File: src/sv/assert_macros.svh
// Assertion macros shared by the link address cache RTL.
`ifndef ASSERT_MACROS_SVH
`define ASSERT_MACROS_SVH

// Same-cycle implication, disabled during reset.
`define LAC_ASSERT_IMPL(label, clk, rst_n, pre, post) \
    label: assert property (@(posedge clk) disable iff (!rst_n) (pre) |-> (post)) \
        else $error("assertion failed");

// Next-cycle implication, disabled during reset.
`define LAC_ASSERT_NEXT(label, clk, rst_n, pre, post) \
    label: assert property (@(posedge clk) disable iff (!rst_n) (pre) |=> (post)) \
        else $error("assertion failed");

`endif

File: src/sv/lac_pkg.sv
// Package with types, constants and codes of the link address cache.
package lac_pkg;

    localparam int ENTRIES_DEF    = 8;
    localparam int LINK_BYTES_DEF = 6;

    localparam int KEY_W      = 32;
    localparam int STAMP_W    = 32;
    localparam int LINK_IN_W  = 48;
    localparam int SLOT_W     = 3;
    localparam int STATUS_W   = 3;

    localparam logic [STATUS_W-1:0] ST_MISS     = 3'd0;
    localparam logic [STATUS_W-1:0] ST_HIT      = 3'd1;
    localparam logic [STATUS_W-1:0] ST_UPDATED  = 3'd2;
    localparam logic [STATUS_W-1:0] ST_FILLED   = 3'd3;
    localparam logic [STATUS_W-1:0] ST_REPLACED = 3'd4;

    localparam logic ACT_LOOKUP = 1'b0;
    localparam logic ACT_INSERT = 1'b1;

    typedef struct packed {
        logic                 action;
        logic [KEY_W-1:0]     ip_addr;
        logic [LINK_IN_W-1:0] link_addr;
    } lac_req_t;

    typedef struct packed {
        logic [STATUS_W-1:0]  status;
        logic [SLOT_W-1:0]    slot;
        logic [LINK_IN_W-1:0] found_link;
    } lac_rsp_t;

    typedef struct packed {
        logic load;
        logic issue;
        logic commit_hit;
        logic evict;
        logic miss;
    } lac_cmd_t;

    typedef struct packed {
        logic chk_vld;
        logic hit;
        logic chk_last;
        logic rd_done;
        logic insert;
    } lac_sts_t;

    typedef enum logic [1:0] {
        S_IDLE,
        S_SCAN,
        S_EVICT
    } lac_state_t;

endpackage

File: src/sv/lac_ram.sv
// Generic single-write, single-read RAM with registered read data.
module lac_ram #(
    parameter int WIDTH = 32,
    parameter int DEPTH = 8
) (
    input  logic                                   clk,
    input  logic                                   wr_en,
    input  logic [((DEPTH > 1) ? $clog2(DEPTH) : 1)-1:0] wr_addr,
    input  logic [WIDTH-1:0]                       wr_data,
    input  logic                                   rd_en,
    input  logic [((DEPTH > 1) ? $clog2(DEPTH) : 1)-1:0] rd_addr,
    output logic [WIDTH-1:0]                       rd_data
);

    logic [WIDTH-1:0] mem [DEPTH];
    logic [WIDTH-1:0] rd_data_reg;

    always_ff @(posedge clk)
    begin
        if (wr_en)
        begin
            mem[wr_addr] <= wr_data;
        end
        if (rd_en)
        begin
            rd_data_reg <= mem[rd_addr];
        end
    end

    assign rd_data = rd_data_reg;

endmodule

File: src/sv/lac_ctrl.sv
// Controller state machine that sequences the slot scan of each request.
module lac_ctrl (
    input  logic              clk,
    input  logic              rst_n,
    input  logic              start,
    output logic              busy,
    input  lac_pkg::lac_sts_t sts,
    output lac_pkg::lac_cmd_t cmd
);

    lac_pkg::lac_state_t state_reg;
    lac_pkg::lac_state_t state_next;

    always_ff @(posedge clk or negedge rst_n)
    begin
        if (!rst_n)
        begin
            state_reg <= lac_pkg::S_IDLE;
        end
        else
        begin
            state_reg <= state_next;
        end
    end

    always_comb
    begin
        state_next = state_reg;
        cmd        = '0;
        case (state_reg)
            lac_pkg::S_IDLE:
            begin
                if (start)
                begin
                    cmd.load   = 1'b1;
                    state_next = lac_pkg::S_SCAN;
                end
            end
            lac_pkg::S_SCAN:
            begin
                cmd.issue = !sts.rd_done && !(sts.chk_vld && sts.hit);
                if (sts.chk_vld && sts.hit)
                begin
                    cmd.commit_hit = 1'b1;
                    state_next     = lac_pkg::S_IDLE;
                end
                else if (sts.chk_vld && sts.chk_last)
                begin
                    if (sts.insert)
                    begin
                        state_next = lac_pkg::S_EVICT;
                    end
                    else
                    begin
                        cmd.miss   = 1'b1;
                        state_next = lac_pkg::S_IDLE;
                    end
                end
            end
            lac_pkg::S_EVICT:
            begin
                cmd.evict  = 1'b1;
                state_next = lac_pkg::S_IDLE;
            end
            default:
            begin
                state_next = lac_pkg::S_IDLE;
            end
        endcase
    end

    assign busy = (state_reg != lac_pkg::S_IDLE);

endmodule

File: src/sv/lac_dp.sv
// Datapath: slot memory, valid bits, compare, oldest-stamp tracking and result register.
module lac_dp #(
    parameter int ENTRIES    = lac_pkg::ENTRIES_DEF,
    parameter int LINK_BYTES = lac_pkg::LINK_BYTES_DEF
) (
    input  logic              clk,
    input  logic              rst_n,
    input  lac_pkg::lac_cmd_t cmd,
    output lac_pkg::lac_sts_t sts,
    input  lac_pkg::lac_req_t req,
    output logic              done,
    output lac_pkg::lac_rsp_t rsp
);

    localparam int IDX_W  = (ENTRIES > 1) ? $clog2(ENTRIES) : 1;
    localparam int LINK_W = 8 * LINK_BYTES;
    localparam int ROW_W  = lac_pkg::KEY_W + LINK_W + lac_pkg::STAMP_W;
    localparam logic [IDX_W-1:0] LAST_IDX = IDX_W'(ENTRIES - 1);

    logic [lac_pkg::KEY_W-1:0]   ip_reg;
    logic [LINK_W-1:0]           link_reg;
    logic                        insert_reg;
    logic [IDX_W-1:0]            rd_idx_reg;
    logic                        rd_done_reg;
    logic [IDX_W-1:0]            chk_idx_reg;
    logic                        chk_vld_reg;
    logic                        vld_q_reg;
    logic [ENTRIES-1:0]          valid_reg;
    logic [lac_pkg::STAMP_W-1:0] min_stamp_reg;
    logic [IDX_W-1:0]            min_idx_reg;
    logic [lac_pkg::STAMP_W-1:0] counter_reg;
    logic                        done_reg;
    lac_pkg::lac_rsp_t           rsp_reg;
    lac_pkg::lac_rsp_t           rsp_next;

    logic                        wr_en;
    logic [IDX_W-1:0]            wr_addr;
    logic [ROW_W-1:0]            wr_data;
    logic [ROW_W-1:0]            rd_data;
    logic [lac_pkg::KEY_W-1:0]   row_key;
    logic [LINK_W-1:0]           row_link;
    logic [lac_pkg::STAMP_W-1:0] row_stamp;
    logic [lac_pkg::STAMP_W-1:0] stamp_new;
    logic                        key_match;
    logic                        key_empty;
    logic                        hit;

    lac_ram #(
        .WIDTH (ROW_W),
        .DEPTH (ENTRIES)
    ) u_row_ram (
        .clk     (clk),
        .wr_en   (wr_en),
        .wr_addr (wr_addr),
        .wr_data (wr_data),
        .rd_en   (cmd.issue),
        .rd_addr (rd_idx_reg),
        .rd_data (rd_data)
    );

    // Slots never written read as all zero.
    assign row_key   = vld_q_reg ? rd_data[ROW_W-1 -: lac_pkg::KEY_W] : '0;
    assign row_link  = vld_q_reg ? rd_data[lac_pkg::STAMP_W +: LINK_W] : '0;
    assign row_stamp = vld_q_reg ? rd_data[lac_pkg::STAMP_W-1:0] : '0;

    assign key_match = (row_key == ip_reg);
    assign key_empty = (row_key == '0);
    assign hit       = insert_reg ? (key_match || key_empty) : key_match;
    assign stamp_new = counter_reg + lac_pkg::STAMP_W'(1);

    assign wr_en   = (cmd.commit_hit && insert_reg) || cmd.evict;
    assign wr_addr = cmd.evict ? min_idx_reg : chk_idx_reg;
    assign wr_data = {ip_reg, link_reg, stamp_new};

    assign sts.chk_vld  = chk_vld_reg;
    assign sts.hit      = hit;
    assign sts.chk_last = (chk_idx_reg == LAST_IDX);
    assign sts.rd_done  = rd_done_reg;
    assign sts.insert   = insert_reg;

    always_comb
    begin
        rsp_next = '0;
        if (cmd.commit_hit)
        begin
            rsp_next.slot = lac_pkg::SLOT_W'(chk_idx_reg);
            if (insert_reg)
            begin
                rsp_next.status = key_empty ? lac_pkg::ST_FILLED : lac_pkg::ST_UPDATED;
            end
            else
            begin
                rsp_next.status     = lac_pkg::ST_HIT;
                rsp_next.found_link = lac_pkg::LINK_IN_W'(row_link);
            end
        end
        else if (cmd.evict)
        begin
            rsp_next.status = lac_pkg::ST_REPLACED;
            rsp_next.slot   = lac_pkg::SLOT_W'(min_idx_reg);
        end
    end

    always_ff @(posedge clk or negedge rst_n)
    begin
        if (!rst_n)
        begin
            rd_idx_reg  <= '0;
            rd_done_reg <= 1'b0;
            chk_vld_reg <= 1'b0;
            vld_q_reg   <= 1'b0;
            valid_reg   <= '0;
            counter_reg <= '0;
            done_reg    <= 1'b0;
        end
        else
        begin
            chk_vld_reg <= cmd.issue;
            done_reg    <= cmd.commit_hit || cmd.evict || cmd.miss;
            if (cmd.load)
            begin
                rd_idx_reg  <= '0;
                rd_done_reg <= 1'b0;
            end
            else if (cmd.issue)
            begin
                vld_q_reg <= valid_reg[rd_idx_reg];
                if (rd_idx_reg == LAST_IDX)
                begin
                    rd_done_reg <= 1'b1;
                end
                else
                begin
                    rd_idx_reg <= rd_idx_reg + IDX_W'(1);
                end
            end
            if (wr_en)
            begin
                valid_reg[wr_addr] <= 1'b1;
                counter_reg        <= stamp_new;
            end
        end
    end

    always_ff @(posedge clk)
    begin
        if (cmd.load)
        begin
            ip_reg     <= req.ip_addr;
            link_reg   <= LINK_W'(req.link_addr);
            insert_reg <= (req.action == lac_pkg::ACT_INSERT);
        end
        if (cmd.issue)
        begin
            chk_idx_reg <= rd_idx_reg;
        end
        if (chk_vld_reg && ((chk_idx_reg == '0) || (row_stamp < min_stamp_reg)))
        begin
            min_stamp_reg <= row_stamp;
            min_idx_reg   <= chk_idx_reg;
        end
        if (cmd.commit_hit || cmd.evict || cmd.miss)
        begin
            rsp_reg <= rsp_next;
        end
    end

    assign done = done_reg;
    assign rsp  = rsp_reg;

endmodule

File: src/sv/link_address_cache.sv
// Top level of the link address cache: controller, datapath and checks.
// A request scans the slots in order from slot 0 and ends at the first hit, when busy drops;
// a lookup miss scans every slot, and an insert that finds no match or empty slot then evicts the oldest.
// The result strobe rises at the same edge at which busy drops; the scan reads one slot per cycle.
// A new request is accepted in the cycle the previous result is shown.
// Reset clears the valid bits, so all slots and stamps read as zero, and clears the stamp counter.
module link_address_cache #(
    parameter int ENTRIES    = lac_pkg::ENTRIES_DEF,
    parameter int LINK_BYTES = lac_pkg::LINK_BYTES_DEF
) (
    input  logic              clk,
    input  logic              rst_n,
    input  logic              start,
    output logic              busy,
    input  lac_pkg::lac_req_t req,
    output logic              done,
    output lac_pkg::lac_rsp_t rsp
);

    `include "assert_macros.svh"

    lac_pkg::lac_cmd_t cmd;
    lac_pkg::lac_sts_t sts;

    lac_ctrl u_ctrl (
        .clk   (clk),
        .rst_n (rst_n),
        .start (start),
        .busy  (busy),
        .sts   (sts),
        .cmd   (cmd)
    );

    lac_dp #(
        .ENTRIES    (ENTRIES),
        .LINK_BYTES (LINK_BYTES)
    ) u_dp (
        .clk   (clk),
        .rst_n (rst_n),
        .cmd   (cmd),
        .sts   (sts),
        .req   (req),
        .done  (done),
        .rsp   (rsp)
    );

    `LAC_ASSERT_NEXT(a_accept_busy, clk, rst_n, start && !busy, busy)
    `LAC_ASSERT_NEXT(a_single_strobe, clk, rst_n, done, !done)
    `LAC_ASSERT_IMPL(a_status_range, clk, rst_n, done, rsp.status <= lac_pkg::ST_REPLACED)
    `LAC_ASSERT_IMPL(a_insert_no_link, clk, rst_n,
        done && (rsp.status == lac_pkg::ST_MISS || rsp.status == lac_pkg::ST_UPDATED
        || rsp.status == lac_pkg::ST_FILLED || rsp.status == lac_pkg::ST_REPLACED),
        rsp.found_link == '0)

endmodule
File: config.mk
export PLATFORM = sky130hd
export DESIGN_NAME = link_address_cache
export DESIGN_NICKNAME = d
export VERILOG_FILES = /design/src/sv/lac_pkg.sv /design/src/sv/lac_ram.sv /design/src/sv/lac_ctrl.sv /design/src/sv/lac_dp.sv /design/src/sv/link_address_cache.sv
export VERILOG_INCLUDE_DIRS = /design/src /design/src/sv
export SDC_FILE = /design/constraint.sdc
export NUM_CORES = 1
export LEC_CHECK = 0
export BUFFER_PORTS_ARGS = -buffer_cell sky130_fd_sc_hd__buf_2
export CORE_ASPECT_RATIO = 2
export CORE_MARGIN = 2
export CORE_UTILIZATION = 45
export DETAILED_ROUTE_END_ITERATION = 7
export GPL_TIMING_DRIVEN = 0
export PLACE_DENSITY = 0.64
export SLEW_MARGIN = 15
export SYNTH_ARGS = -nofsm -noshare
export SYNTH_HDL_FRONTEND = slang
export SYNTH_SLANG_ARGS = --single-unit
File: constraint.sdc
create_clock -name clk -period 11.5 [get_ports clk]
set_input_delay 0.575 -clock clk [delete_from_list [all_inputs] [get_ports clk]]
set_output_delay 0.575 -clock clk [all_outputs]
set_load 0.005 [all_outputs]
Word-level counts from Yosys, hierarchy flattened
Memory sizes are Yosys's and may differ from the RTL's. A register that Yosys moved wholly into a read port is not among the register bits.
Cells that the tools add are included.
{"block": "totals", "reg_bits": 222, "ramBits": 896, "inputBits": 84, "output_inout_bits": 56, "wordCells": 94, "mem_count": 1}
{"block": "op_classes", "addsub": 2, "magnitude_cmp": 4, "n_eq_ne": 8, "muxes": 34, "bitwise": 4, "n_reduce_logical": 24}
{"name": "u_dp.u_row_ram.mem", "depth": 8, "width": 112, "rd": 1, "rd_ports_with_merged_regs": 1, "wr": 1, "line_no": "lac_ram.sv:15", "text": "logic [WIDTH-1:0] mem [DEPTH];"}
{"cell": "$mux W32", "n": 2}
{"cell": "$add A32 B1 Y32 const B", "n": 1}
{"cell": "$eq A32 B32 Y1", "n": 1}
{"cell": "$logic_not A32 Y1", "n": 1}
{"cell": "$lt A32 B32 Y1", "n": 1}
{"cell": "$mux W1", "n": 17}
{"cell": "$mux W3", "n": 5}
{"cell": "$mux W6", "n": 2}
{"cell": "$mux W2", "n": 5}
{"cell": "$lt A3 B4 Y1 const B", "n": 2}
{"cell": "$or A8 B8 Y8", "n": 1}
{"cell": "$reduce_and A2 Y1", "n": 4}
{"cell": "$eq A3 B3 Y1 const B", "n": 2}
{"cell": "$logic_and A1 B1 Y1", "n": 6}
{"cell": "$reduce_bool A2 Y1", "n": 3}
{"cell": "$logic_or A1 B1 Y1", "n": 5}
{"cell": "$ne A2 B2 Y1 const B", "n": 2}
{"cell": "$pmux W2 S2", "n": 1}
{"cell": "$add A3 B1 Y3 const B", "n": 1}
{"cell": "$bmux W1 S3", "n": 1}
{"cell": "$demux W1 S3", "n": 1}
{"cell": "$ge A3 B1 Y1 const B", "n": 1}
{"cell": "$logic_not A3 Y1", "n": 1}
{"cell": "$ne A3 B1 Y1 const B", "n": 1}
{"cell": "other kinds (6)", "n": 9}

Logic depth before layout (Yosys ltp)
Gate-level depths: netlist of the first run.
{"block": "depth", "word_depth": 12, "mapped_depth": 13, "mapped_depth_nobuf": 9}

Cells and area by module
A second synthesis of the first run with hierarchy kept.
{"block": "hier_totals", "cells_unflattened": 2207, "area_unflattened_um2": 47456.8}
{"mod": "lac_ram", "n_inst": 1, "cells_each": 1419, "area_per_inst_um2": 37275.8}
{"mod": "lac_dp", "n_inst": 1, "cells_each": 772, "area_per_inst_um2": 10040.9}
{"mod": "lac_ctrl", "n_inst": 1, "cells_each": 16, "area_per_inst_um2": 140.1}

Least setup slack after synthesis of the first run
Ideal clock, no wire load.
{"block": "synth_timing", "path_kind": "register to register", "startpoint": "register u_dp.vld_q_reg", "endpoint": "register u_dp.vld_q_reg", "arrival_time_ns": 11.015, "path_slack_ns": 0.376, "stages_incl_launch_ff": 9, "path_buffers": 3, "synth_period_minus_slack_ns": 11.124, "cell_sequence": "dfrtp_1 -> buf_4 -> buf_6 -> buf_4 -> a22o_1 -> nand4_2 -> o31ai_4 -> a211oi_1 -> mux2_2"}
{"item": "from (decl)", "line_no": "lac_dp.sv:27", "text": "logic vld_q_reg;"}
{"item": "from (signal assigned)", "line_no": "lac_dp.sv:127", "text": "vld_q_reg <= valid_reg[rd_idx_reg];"}

Worst setup path after layout of the first run
{"block": "layout_timing", "startpoint": "register u_dp.vld_q_reg", "endpoint": "register u_dp.min_stamp_reg[13] (netlist name), enable pin"}
{"block": "layout_via", "elab_chain_len": 4}
{"item": "$mux W32", "line_no": "lac_dp.sv:64", "text": "assign row_stamp = vld_q_reg ? rd_data[lac_pkg::STAMP_W-1:0] : '0;"}
{"item": "net u_dp.row_stamp (one bit)", "line_no": "lac_dp.sv:42", "text": "logic [lac_pkg::STAMP_W-1:0] row_stamp;"}
{"item": "$lt A32 B32 Y1", "line_no": "lac_dp.sv:157", "text": "if (chk_vld_reg && ((chk_idx_reg == '0) || (row_stamp < min_stamp_reg)))"}
{"item": "$logic_or A1 B1 Y1", "line_no": "lac_dp.sv:157"}
{"item": "$logic_and A1 B1 Y1", "line_no": "lac_dp.sv:157"}
{"item": "to (signal assigned)", "line_no": "lac_dp.sv:159", "text": "min_stamp_reg <= row_stamp;"}
{"item": "to (decl)", "line_no": "lac_dp.sv:29", "text": "logic [lac_pkg::STAMP_W-1:0] min_stamp_reg;"}
The timed path passes the listed nets, and every way through them passes these cells.
A chain may end at the register's enable or synchronous reset.

==> results of run 1 <==
[logic make-up after synthesis]
family,count (synthesis)
xor+xnor,73
flops,1230
buf+inv,142
simple gates,264
fa+ha+maj,34
mux,347
compound gates,134
[final cells by class]
class                           count  area (µm²)  share of cell area, %
Sequential cell                  1230       36700                   66.8
Multi-Input combinational cell    852       10100                   18.3
Clock buffer                      111        2590                   4.71
Timing Repair Buffer              243        2480                   4.51
Tap cell                         1360        1700                   3.10
Clock inverter                     72         856                   1.56
Buffer                             93         387                  0.703
Inverter                           49         189                  0.344
Antenna cell                        1        2.50                0.00455
[critical path, delay by kind of cell (launching register included)]
kind,cells,cell delay (ps)
compound gates,7,2000
flops,1,360
buf+inv,5,2020
simple gates,1,260
fa+ha+maj,1,260
[stage by stage]
| stage | hold WS (ps) | setup WS [ps] | std cells |
|---|---|---|---|
| CTS | 0.189 | 6190 | 4008 |
| global route | 31.0 | 6060 | 4011 |
| detailed placement | 461 | 6200 | 3797 |
| floorplan | 279 | 376 | 2224 |
| global placement | 455 | -10880 | 3723 |
| finish | 49.8 | 6240 | 4011 |
[cells in the mapped netlist, types with 21 or more instances]
library cell,n
and2_1,85
buf_1,23
clkbuf_1,62
dfrtp_1,49
edfxtp_1,1181
ha_1,34
inv_1,48
mux2_2,115
mux4_2,226
nand2_1,40
nor2_1,46
o21ai_0,21
xnor2_1,47
xor2_1,26
[power by group]
part	switching, µW	internal [µW]
combinational	1760	1360
sequential	317	5770
clock	1580	2010
total	3660	9140
[per-layer routing]
layer / global-route usage (%) / vias to the layer above
li1: - / 9713
met1: 23.8 / 12000
met2: 36.9 / 668
met3: 2.56 / 175
met4: 8.43 / 0
met5: 0 / -
[layout by cell type, fill, tap and decap left out, types with 15 or more instances in the layout]
cell type,instances
edfxtp_1,1181
mux4_2,226
buf_2,141
mux2_2,115
clkbuf_16,102
and2_1,85
clkbuf_1,71
dfrtp_1,49
inv_1,47
xnor2_1,47
nand2_1,40
nor2_1,38
ha_1,34
buf_12,33
dlygate4sd3_1,29
xor2_1,26
buf_16,22
o21ai_0,21
nand4_1,20
buf_1,19
clkinv_1,17
clkinv_2,17
bufinv_16,17
a21o_1,15
o21ai_1,15
[path summary, 6_finish.rpt]
path	to	start	slack [ps]
hold / removal	u_dp.link_reg[20]	req[20]	50
min in group asynchronous	u_dp.valid_reg[6]	rst_n	480
hold reg to reg	u_dp.valid_reg[6]	u_dp.valid_reg[6]	480
setup / recovery	u_dp.min_stamp_reg[13]	u_dp.vld_q_reg	6240
max in group asynchronous	u_dp.counter_reg[28]	rst_n	10530
setup reg to reg	u_dp.min_stamp_reg[13]	u_dp.vld_q_reg	6240
==> results_tabular.tex, run 1 <==
\begin{tabular}{lr}
\hline
Metric & Value \\
\hline
\multicolumn{2}{l}{\textbf{Status}} \\
\quad Status & finished, final reports clean \\
\multicolumn{2}{l}{\textbf{Cells and area}} \\
\quad Share of layout cells above drive strength 1 & 28.4\% \\
\quad Fill count & 8013 \\
\quad Area grow syn2layout & 16.4\% \\
\quad Summed area of non-filler cells in the final layout & 55000 µm² \\
\quad Max reg flops & 896 \\
\quad Core occupancy in the finished layout & 52.6\% \\
\quad Final nets & 2686 \\
\multicolumn{2}{l}{\textbf{Clocking}} \\
\quad CTS tree & built \\
\quad CTS-repair resized insts & 0 \\
\quad Clock latency on the worst-skew pair & 720 ps \\
\quad Post-CTS Setup Repair Bufs & 0 \\
\quad Total of hold buffers inserted after clock tree synthesis & 28 \\
\quad Number of clock buffers inserted by TritonCTS & 99 \\
\quad Deepest clock path buffer count & 3 \\
\quad Maximum level of the CTS H-tree & 3 \\
\quad Clock sink count & 1230 \\
\quad Clk slew on worst S/H paths & 70 ps \\
\quad Clk Tree Root Cell & clkbuf\_16 \\
\multicolumn{2}{l}{\textbf{Global route}} \\
\quad First-pass GRT wire length & 157000 µm \\
\quad Global-route total usage across every layer & 20.2\% \\
\quad Initial antenna violation count & 3 \\
\quad Vias in the first global route & 24.1k \\
\quad Maximum number of pins on one net before global-route repair & 50 \\
\quad Final global-route overflow total & 0 \\
\multicolumn{2}{l}{\textbf{Setup path}} \\
\quad Critical path start-end classification & reg -> reg \\
\quad Data required time at the worst endpoint & 11900 ps \\
\quad WP data arrival & 5660 ps \\
\quad Category of the worst setup path capture point & flop \\
\quad Max FO, Critical Path & 19 \\
\quad Biggest cell delay along the critical path & 750 ps \\
\quad FF-to-FF path depth & 14 \\
\quad Startpoint Class & flop \\
\quad Standard cell with the maximum stage delay on the critical path & clkbuf\_1 \\
\quad Critical path, cell by cell & buf\_4, buf\_6, clkbuf\_1, clkbuf\_1, and2\_1, ha\_1, a21o\_1, a21o\_1, a21oi\_1, o21ai\_0, a21oi\_1, o221ai\_1, a21boi\_4, buf\_16 \\
\multicolumn{2}{l}{\textbf{Route}} \\
\quad Wire length per cell & 26.6 µm \\
\quad Wire length the detailed router placed on met1 & 40100 µm \\
\quad Vias/cell & 5.62 \\
\quad Count of vias placed by the detailed router & 22.6k \\
\quad Number of design rule violations left after detail routing & 0 \\
\quad DRT antenna net count & 0 \\
\quad Uppermost signal routing layer after detailed routing & met4 \\
\quad Total routed wirelength & 107000 µm \\
\quad First-iteration detailed-routing DRC count & 1805 \\
\quad Count of TritonRoute iterations in the first routing pass & 5 \\
\quad Routed met3 length & 4350 µm \\
\quad Routed wl met2 & 58100 µm \\
\multicolumn{2}{l}{\textbf{Timing}} \\
\quad Maximum operating frequency & 0.190 GHz \\
\quad Setup repair after global routing missed its margin & false \\
\quad Ratio of final minimum period to clock period & 45.7\% \\
\quad Post-layout min period & 5260 ps \\
\quad Worst clock skew & 32.1 ps \\
\quad Slew Limit Fails & 0 \\
\quad Hold violation count in the final report & 0 \\
\quad Final setup violating endpoints & 0 \\
\quad Post-Route Setup TNS & 0 ps \\
\quad Worst slew margin & 22.1\% \\
\quad Slew at the pin with the worst max-slew slack & 1170 ps \\
\multicolumn{2}{l}{\textbf{Place}} \\
\quad Placed Area & 51200 µm² \\
\quad Number of port buffers & 139 \\
\quad Placer Congestion & 0.812 \\
\quad DP HPWL & 71500 µm \\
\multicolumn{2}{l}{\textbf{Die}} \\
\quad Placeable Area & 104000 µm² \\
\quad Top-level port count & 140 \\
\quad Die area & 108000 µm² \\
\quad Starting Density & 45.2\% \\
\quad Horizontal extent of the die & 233 µm \\
\quad Row cnt & 168 \\
\quad Vertical extent of the die & 462 µm \\
\multicolumn{2}{l}{\textbf{Power}} \\
\quad Peak VDD IR & 189 µV \\
\quad Power, Total & 12800 µW \\
\quad Power per Cell Area & 233 nW/µm² \\
\quad Leakage power of the design & 0.0187 µW \\
\multicolumn{2}{l}{\textbf{Yosys}} \\
\quad Sequential cell area fraction in the yosys report & 77.7\% \\
\quad Mapped Nets & 2342 \\
\quad Xor/xnor share of the synthesized area & 1.35\% \\
\quad Async set-or-reset flop fraction in the synthesized netlist & 3.98\% \\
\quad Post-synth top area share & 75.1\% \\
\quad Top flip-flop cell by instance count after synthesis & edfxtp\_1 \\
\quad Synth area leader & edfxtp\_1 \\
\quad Syn Inst Count & 2224 \\
\quad Ys Warns & 0 \\
\quad Largest family of logic cells by synthesized area & multiplexers \\
\quad Simple-gate share of the synthesized area & 3.20\% \\
\quad Avg Synthesized Cell Area & 21.2 µm² \\
\quad Synthesized-area fraction occupied by adder cells & 0.901\% \\
\quad Yosys reg bits & 1230 \\
\quad Compound-cell area share of the yosys netlist & 2.01\% \\
\quad Number of flops mapped to enable cells by yosys & 1181 \\
\quad Netlist Area Pre-Place & 47200 µm² \\
\quad Count of distinct cell types in the synthesized netlist & 62 \\
\quad Multiplexer fraction of the synthesized cell area & 13.6\% \\
\quad Top cells by area in the synthesized netlist & edfxtp\_1, mux4\_2, mux2\_2, dfrtp\_1, and2\_1 \\
\multicolumn{2}{l}{\textbf{Min path}} \\
\quad Number of instances on the worst hold path & 1 \\
\quad Worst hold-check path type & in -> reg \\
\multicolumn{2}{l}{\textbf{Flow run}} \\
\quad Total of max-cap violations & 0 \\
\hline
\end{tabular}
(Power assumes the default switching activity.)
==> inputs of run 2 (changes only) <==
--- a/config.mk
+++ b/config.mk
@@ -6,13 +6,14 @@
 export SDC_FILE = /design/constraint.sdc
 export NUM_CORES = 1
 export LEC_CHECK = 0
+export ABC_AREA = 1
 export BUFFER_PORTS_ARGS = -buffer_cell sky130_fd_sc_hd__buf_2
 export CORE_ASPECT_RATIO = 2
 export CORE_MARGIN = 2
 export CORE_UTILIZATION = 45
 export DETAILED_ROUTE_END_ITERATION = 7
 export GPL_TIMING_DRIVEN = 0
-export PLACE_DENSITY = 0.64
+export PLACE_DENSITY = 0.62
 export SLEW_MARGIN = 15
 export SYNTH_ARGS = -nofsm -noshare
 export SYNTH_HDL_FRONTEND = slang
==> constraint.sdc (replaced) <==
create_clock -name clk -period 5 [get_ports clk]
set_input_delay 0.25 -clock clk [delete_from_list [all_inputs] [get_ports clk]]
set_output_delay 0.25 -clock clk [all_outputs]
set_load 0.005 [all_outputs]
==> run 2 against run 1 <==
  * Register-to-register slack worse by 5600 ps
  * Synthesized cell count increased by 68%
  * Combinational power increased to 3.0 times the previous value
  * Non-clock buffer count grew 102
  * Worst hold slack better by 110 ps
  * Global-route usage is 3.0 points higher
  * Clock skew fell by 0.67 ps
  * Worst setup slack got worse by 5600 ps
  * Synthesized area is 1.8% higher
  * Critical path type unchanged
  * Critical endpoint is now u_dp.min_stamp_reg[17]
  * Largest power group unchanged
==> results_tabular.tex, run 2 <==
\begin{tabular}{lr}
\hline
Metric & Value \\
\hline
\multicolumn{2}{l}{\textbf{Yosys}} \\
\quad Post-synth top area share & 73.8\% \\
\quad Number of flops mapped to enable cells by yosys & 1181 \\
\quad Async set-or-reset flop fraction in the synthesized netlist & 3.98\% \\
\quad Synth cell count leaders & edfxtp\_1, nor2\_1, o21ai\_0, nand2\_1, inv\_1 \\
\quad Avg Synthesized Cell Area & 12.9 µm² \\
\quad Top cells by area in the synthesized netlist & edfxtp\_1, nor2\_1, o21ai\_0, dfrtp\_1, nand2\_1 \\
\quad Yosys reg bits & 1230 \\
\quad Sequential cell area fraction in the yosys report & 76.3\% \\
\quad Ys Warns & 0 \\
\quad Most common cell in the netlist & edfxtp\_1 \\
\quad Top flip-flop cell by instance count after synthesis & edfxtp\_1 \\
\quad Syn Inst Count & 3733 \\
\quad Synth area leader & edfxtp\_1 \\
\quad Count of distinct cell types in the synthesized netlist & 38 \\
\quad Mapped Nets & 3851 \\
\quad Netlist Area Pre-Place & 48100 µm² \\
\multicolumn{2}{l}{\textbf{Setup path}} \\
\quad Max FO, Critical Path & 19 \\
\quad WP data arrival & 4750 ps \\
\quad Startpoint Class & flop \\
\quad Category of the worst setup path capture point & flop \\
\quad Data required time at the worst endpoint & 5410 ps \\
\quad Critical path start-end classification & reg -> reg \\
\multicolumn{2}{l}{\textbf{Timing}} \\
\quad Worst hold margin & 155 ps \\
\quad Hold violation count in the final report & 0 \\
\quad Worst clock skew & 31.4 ps \\
\quad Setup repair after global routing missed its margin & false \\
\quad Final setup violating endpoints & 0 \\
\quad Ratio of final minimum period to clock period & 86.7\% \\
\quad Post-layout min period & 4330 ps \\
\quad Slew Limit Fails & 0 \\
\quad Worst slew margin & 12.1\% \\
\quad Maximum operating frequency & 0.231 GHz \\
\quad Final setup slack of the worst path & 666 ps \\
\quad Slew at the pin with the worst max-slew slack & 1320 ps \\
\quad Post-Route Setup TNS & 0 ps \\
\multicolumn{2}{l}{\textbf{Global route}} \\
\quad Initial antenna violation count & 2 \\
\quad First-pass GRT wire length & 189000 µm \\
\quad Final global-route overflow total & 0 \\
\quad Global-route total usage across every layer & 23.2\% \\
\quad Vias in the first global route & 30.9k \\
\quad Maximum number of pins on one net before global-route repair & 69 \\
\multicolumn{2}{l}{\textbf{Cells and area}} \\
\quad Final nets & 4195 \\
\quad Summed area of non-filler cells in the final layout & 55500 µm² \\
\quad Fill count & 8773 \\
\quad Most used cells in the layout excluding fill and tap cells & edfxtp\_1, nor2\_1, o21ai\_0 \\
\quad Max reg flops & 896 \\
\quad Most common cell after layout, fill and taps aside & edfxtp\_1 \\
\quad Share of layout cells above drive strength 1 & 9.16\% \\
\quad Area grow syn2layout & 15.4\% \\
\multicolumn{2}{l}{\textbf{Clocking}} \\
\quad Maximum level of the CTS H-tree & 3 \\
\quad Clk slew on worst S/H paths & 70 ps \\
\quad Clock sink count & 1230 \\
\quad Number of clock buffers inserted by TritonCTS & 106 \\
\quad Clk Tree Root Cell & clkbuf\_16 \\
\quad CTS tree & built \\
\quad Deepest clock path buffer count & 3 \\
\quad Clock latency on the worst-skew pair & 720 ps \\
\multicolumn{2}{l}{\textbf{Route}} \\
\quad Wire length per cell & 23.0 µm \\
\quad Count of TritonRoute iterations in the first routing pass & 5 \\
\quad Vias/cell & 5.47 \\
\quad Number of design rule violations left after detail routing & 0 \\
\quad Total routed wirelength & 128000 µm \\
\quad DRT antenna net count & 0 \\
\quad First-iteration detailed-routing DRC count & 2890 \\
\quad Count of vias placed by the detailed router & 30.3k \\
\multicolumn{2}{l}{\textbf{Place}} \\
\quad Number of port buffers & 139 \\
\quad DP HPWL & 82200 µm \\
\quad Placed Area & 51000 µm² \\
\quad Pre-CTS setup slack & 647 ps \\
\quad Placer Congestion & 0.878 \\
\multicolumn{2}{l}{\textbf{Die}} \\
\quad Placeable Area & 106000 µm² \\
\quad Horizontal extent of the die & 235 µm \\
\quad Vertical extent of the die & 466 µm \\
\quad Starting Density & 45.4\% \\
\quad Row cnt & 169 \\
\quad Die area & 110000 µm² \\
\quad Top-level port count & 140 \\
\multicolumn{2}{l}{\textbf{Status}} \\
\quad Status & finished, final reports clean \\
\multicolumn{2}{l}{\textbf{Flow run}} \\
\quad Total of max-cap violations & 0 \\
\multicolumn{2}{l}{\textbf{Power}} \\
\quad Power, Total & 32100 µW \\
\quad Leakage power of the design & 0.0200 µW \\
\quad Power per Cell Area & 578 nW/µm² \\
\quad Peak VDD IR & 463 µV \\
\multicolumn{2}{l}{\textbf{Min path}} \\
\quad Worst hold-check path type & in -> async \\
\hline
\end{tabular}
[run 2: routing by layer]
metal	global-route usage, %	vias to the layer above	routed length [µm]
li1	-	14000	-
met1	25.5	15000	46500
met2	43.4	1063	68000
met3	2.79	288	6220
met4	12.2	0	6780
met5	0	-	0
[run 2: path summary, 6_finish.rpt]
kind | from | end | slack [ps] | cells past startpoint
setup / recovery | u_dp.vld_q_reg | u_dp.min_stamp_reg[17] | 670 | 17
hold / removal | rst_n | u_dp.done | 150 | 2
setup reg to reg | u_dp.vld_q_reg | u_dp.min_stamp_reg[17] | 670 | 17
hold reg to reg | u_dp.valid_reg[1] | u_dp.valid_reg[1] | 450 | 2
max in group asynchronous | rst_n | u_dp.valid_reg[5] | 4330 | 2
min in group clk | req[27] | u_dp.link_reg[27] | 240 | 2
[run 2: logic make-up (layout without fill, tap and decap cells)]
kind of cell | count (synthesis) | after routing | synth area share [%]
buffers and inverters | 407 | 843 | 3.33
XOR/XNOR | 27 | 27 | 0.492
AO/OA/AOI/OAI | 726 | 726 | 8.19
other | 0 | 2 | 0
flip-flops | 1230 | 1230 | 76.3
AND/OR/NAND/NOR | 1309 | 1309 | 10.8
adder cells (fa/ha/maj) | 34 | 34 | 0.885
[run 2: worst max-delay path, stage by stage, from the launching register on]
cell and delay [ps]:
dfrtp_1 340, buf_6 150, buf_6 170, buf_6 210
clkbuf_1 560, nand2_1 100, inv_1 110, ha_1 250
a21oi_1 150, nor2_1 50, a211oi_1 160, o21ai_0 240
nand2_1 120, nand2_1 60, nand2_1 60, nand2_1 300
a21oi_4 720, buf_16 240
[run 2: repair_timing]
item,4_1_cts,5_1_grt
resized for setup,0,0
buffers inserted,0,0
hold buffers,83,0
hold endpoints to repair,131,0
[run 2: area by class of cell]
| type | instances | area, µm² | share of cell area (%) |
|---|---|---|---|
| flip-flops and latches | 1230 | 36700 | 66.1 |
| multi-input cells | 2096 | 9820 | 17.7 |
| clock buffers | 117 | 2720 | 4.89 |
| repair buffers | 236 | 1890 | 3.41 |
| well taps | 1368 | 1710 | 3.08 |
| clock inverters | 83 | 998 | 1.80 |
| inverters | 205 | 837 | 1.51 |
| plain buffers | 202 | 835 | 1.50 |
| diodes | 2 | 5.00 | 0.00902 |
[run 2: per-stage QoR]
stage,utilization [%],cells
after floorplan,-,3733
after global placement,47.7,5240
after detailed placement,48.1,5254
after CTS,52.4,5537
after global routing,52.4,5538
final,52.4,5539
[run 2: power by group]
| part | internal, µW | total [µW] | leakage [µW] | switching (µW) |
|---|---|---|---|---|
| Sequential | 13200 | 13900 | 0.0119 | 664 |
| Clock | 4990 | 8850 | 0.00178 | 3860 |
| Combinational | 2530 | 9360 | 0.00632 | 6840 |
| Total | 20700 | 32100 | 0.0200 | 11400 |
==> inputs of run 3 (changes only) <==
--- a/config.mk
+++ b/config.mk
@@ -9,7 +9,7 @@
 export ABC_AREA = 1
 export BUFFER_PORTS_ARGS = -buffer_cell sky130_fd_sc_hd__buf_2
 export CORE_ASPECT_RATIO = 2
-export CORE_MARGIN = 2
+export CORE_MARGIN = 8
 export CORE_UTILIZATION = 45
 export DETAILED_ROUTE_END_ITERATION = 7
 export GPL_TIMING_DRIVEN = 0
==> run 3 against run 2 <==
  * Via count decreased by 0.24%
  * Worst setup slack better by 120 ps
  * Wire length fell by 0.57%
  * Clock-buffer cell count is 15 higher
  * Sequential share of layout area grew 0.29 points
  * Die area grew 7.8%
  * Combinational power shrank 0.4%
  * First-iteration DRC count shrank 8.5%
  * Sequential power about the same
==> results_tabular.tex, run 3 (synthesis results as in run 2) <==
\begin{tabular}{lr}
\hline
Metric & Value \\
\hline
\multicolumn{2}{l}{\textbf{Global route}} \\
\quad Initial antenna violation count & 1 \\
\quad First-pass GRT wire length & 187000 µm \\
\quad Maximum number of pins on one net before global-route repair & 91 \\
\quad Final global-route overflow total & 0 \\
\quad Most Used Layer, Global Route & met2 \\
\quad Met1 routing resource usage after global routing & 23.1\% \\
\quad Global-route total usage across every layer & 21.2\% \\
\quad Global routing usage on met3 & 2.91\% \\
\quad Met2 usage in global routing & 39.6\% \\
\quad Vias in the first global route & 30.9k \\
\multicolumn{2}{l}{\textbf{Route}} \\
\quad Number of design rule violations left after detail routing & 0 \\
\quad Vias/cell & 5.46 \\
\quad Count of TritonRoute iterations in the first routing pass & 7 \\
\quad Total routed wirelength & 127000 µm \\
\quad Wire length per cell & 22.9 µm \\
\quad First-iteration detailed-routing DRC count & 2643 \\
\quad DRT antenna net count & 0 \\
\quad Count of vias placed by the detailed router & 30.2k \\
\multicolumn{2}{l}{\textbf{Die}} \\
\quad Die area & 118000 µm² \\
\quad Vertical extent of the die & 478 µm \\
\quad Row cnt & 169 \\
\quad Top-level port count & 140 \\
\quad Horizontal extent of the die & 247 µm \\
\quad Starting Density & 45.4\% \\
\quad Placeable Area & 106000 µm² \\
\multicolumn{2}{l}{\textbf{Power}} \\
\quad Switching fraction of total power & 35.5\% \\
\quad Combinational cell fraction of total power & 29.6\% \\
\quad Cell-internal power & 20300 µW \\
\quad Sequential group share of total power & 44.0\% \\
\quad Power per Cell Area & 570 nW/µm² \\
\quad Leakage power of the design & 0.0199 µW \\
\quad Switching power & 11200 µW \\
\quad Part of the total power dissipated in the clock network & 26.4\% \\
\quad Peak VDD IR & 563 µV \\
\multicolumn{2}{l}{\textbf{Place}} \\
\quad DP HPWL & 82300 µm \\
\quad Placer Congestion & 0.846 \\
\quad Number of port buffers & 139 \\
\multicolumn{2}{l}{\textbf{Clocking}} \\
\quad Clk Tree Root Cell & clkbuf\_16 \\
\quad CTS tree & built \\
\quad Number of clock buffers inserted by TritonCTS & 106 \\
\quad Post-CTS Setup Repair Bufs & 0 \\
\quad Deepest clock path buffer count & 3 \\
\quad Clock latency on the worst-skew pair & 730 ps \\
\quad Maximum level of the CTS H-tree & 3 \\
\quad Clk slew on worst S/H paths & 70 ps \\
\quad Clock sink count & 1230 \\
\multicolumn{2}{l}{\textbf{Cells and area}} \\
\quad Most common cell after layout, fill and taps aside & edfxtp\_1 \\
\quad Share of layout cells above drive strength 1 & 8.69\% \\
\quad Most used cells in the layout excluding fill and tap cells & edfxtp\_1, nor2\_1, o21ai\_0 \\
\quad Area grow syn2layout & 14.9\% \\
\quad Max reg flops & 896 \\
\quad Final nets & 4195 \\
\quad Fill count & 8824 \\
\quad Core occupancy in the finished layout & 52.2\% \\
\multicolumn{2}{l}{\textbf{Timing}} \\
\quad Maximum operating frequency & 0.237 GHz \\
\quad Worst slew margin & 12.4\% \\
\quad Final setup violating endpoints & 0 \\
\quad Slew at the pin with the worst max-slew slack & 1310 ps \\
\quad Hold violation count in the final report & 0 \\
\quad Worst hold margin & 173 ps \\
\quad Slew Limit Fails & 0 \\
\quad Worst clock skew & 39.8 ps \\
\quad Setup repair after global routing missed its margin & false \\
\quad Ratio of final minimum period to clock period & 84.3\% \\
\quad Post-layout min period & 4220 ps \\
\multicolumn{2}{l}{\textbf{Setup path}} \\
\quad Crit-path leading delay family & buffers and inverters \\
\quad FF-to-FF path depth & 14 \\
\quad Data required time at the worst endpoint & 5410 ps \\
\quad Top cell by count, worst path & buf\_6 \\
\quad WP data arrival & 4630 ps \\
\quad FF-to-FF End & u\_dp.min\_stamp\_reg[18] \\
\quad Critical path, cell by cell & buf\_6, buf\_6, buf\_6, clkbuf\_1, nand2\_1, inv\_1, ha\_1, a21oi\_1, o21a\_1, o221ai\_1, a21oi\_1, nand2\_1, a21oi\_4, buf\_16 \\
\quad Biggest cell delay along the critical path & 730 ps \\
\quad Start of the worst register-to-register path & u\_dp.vld\_q\_reg \\
\quad Crit path buffers/inverters & 6 \\
\quad Max FO, Critical Path & 19 \\
\quad Category of the worst setup path capture point & flop \\
\quad Startpoint Class & flop \\
\quad R2R Setup Slk & 780 ps \\
\quad Standard cell with the maximum stage delay on the critical path & a21oi\_4 \\
\quad Critical path start-end classification & reg -> reg \\
\multicolumn{2}{l}{\textbf{Flow run}} \\
\quad Total of max-cap violations & 0 \\
\multicolumn{2}{l}{\textbf{Min path}} \\
\quad Worst hold-check path type & in -> async \\
\multicolumn{2}{l}{\textbf{Status}} \\
\quad Status & finished, final reports clean \\
\hline
\end{tabular}
## run 3: metal layers
layer	up-vias	routed length, µm
met5	-	0
met4	0	5960
met3	284	6340
met2	1031	68400
met1	14900	46100
li1	14000	-
## run 3: what timing repair did
action                    4_1_cts  5_1_grt
gates resized for setup         0        0
hold buffers                   83        0
hold endpoints to repair      131        0
## run 3: layout make-up
type,count,area (µm²),share of cell area (%)
flip-flops and latches,1230,36700,66.4
multi-input cells,2096,9820,17.8
clock buffers,132,2880,5.20
repair buffers,236,1890,3.42
well taps,1368,1710,3.10
inverters,205,837,1.51
plain buffers,202,832,1.51
clock inverters,63,598,1.08
diodes,2,5.00,0.00906
## run 3: how the worst max path moves through the flow
| stage | cells after the start | start | to | slack, ps |
|---|---|---|---|---|
| floorplan | 6 | u_ctrl.state_reg[1] | u_dp.rd_idx_reg[1] | 280 |
| finish | 14 | u_dp.vld_q_reg | u_dp.min_stamp_reg[18] | 780 |
| global route | 17 | u_dp.vld_q_reg | u_dp.min_stamp_reg[16] | 520 |
| global placement | 6 | u_ctrl.state_reg[0] | u_dp.rd_idx_reg[1] | -2790 |
| detailed placement | 17 | u_dp.vld_q_reg | u_dp.min_stamp_reg[22] | 660 |
| CTS | 17 | u_dp.vld_q_reg | u_dp.min_stamp_reg[19] | 610 |
## run 3: power by group through the flow
stage	registers, µW	logic, µW	clock network, µW
floorplan	13900	5520	0
global placement	14200	8900	0
detailed placement	14100	9280	0
CTS	13900	9400	8440
global route	14000	10200	8810
finish	13900	9320	8320
## run 3: worst register-to-register path, stage by stage, from the launching register on
cell      delay (ps)
dfrtp_1          340
buf_6            150
buf_6            160
buf_6            200
clkbuf_1         560
nand2_1          170
inv_1            120
ha_1             240
a21oi_1          180
o21a_1           140
o221ai_1          90
a21oi_1          210
nand2_1          310
a21oi_4          740
buf_16           270
## run 3: per-stage QoR
stage / setup WS (ps) / cells / setup TNS (ps) / power, µW / cell area (µm²)
final: 783 / 5534 / 0 / 31500 / 55300
after global routing: 519 / 5533 / 0 / 33000 / 55300
after CTS: 611 / 5532 / 0 / 31700 / 55300
after detailed placement: 659 / 5254 / 0 / 23400 / 51000
after global placement: -2790 / 5240 / -2200120 / 23100 / 50500
after floorplan: 277 / 3733 / 0 / 19400 / 48100
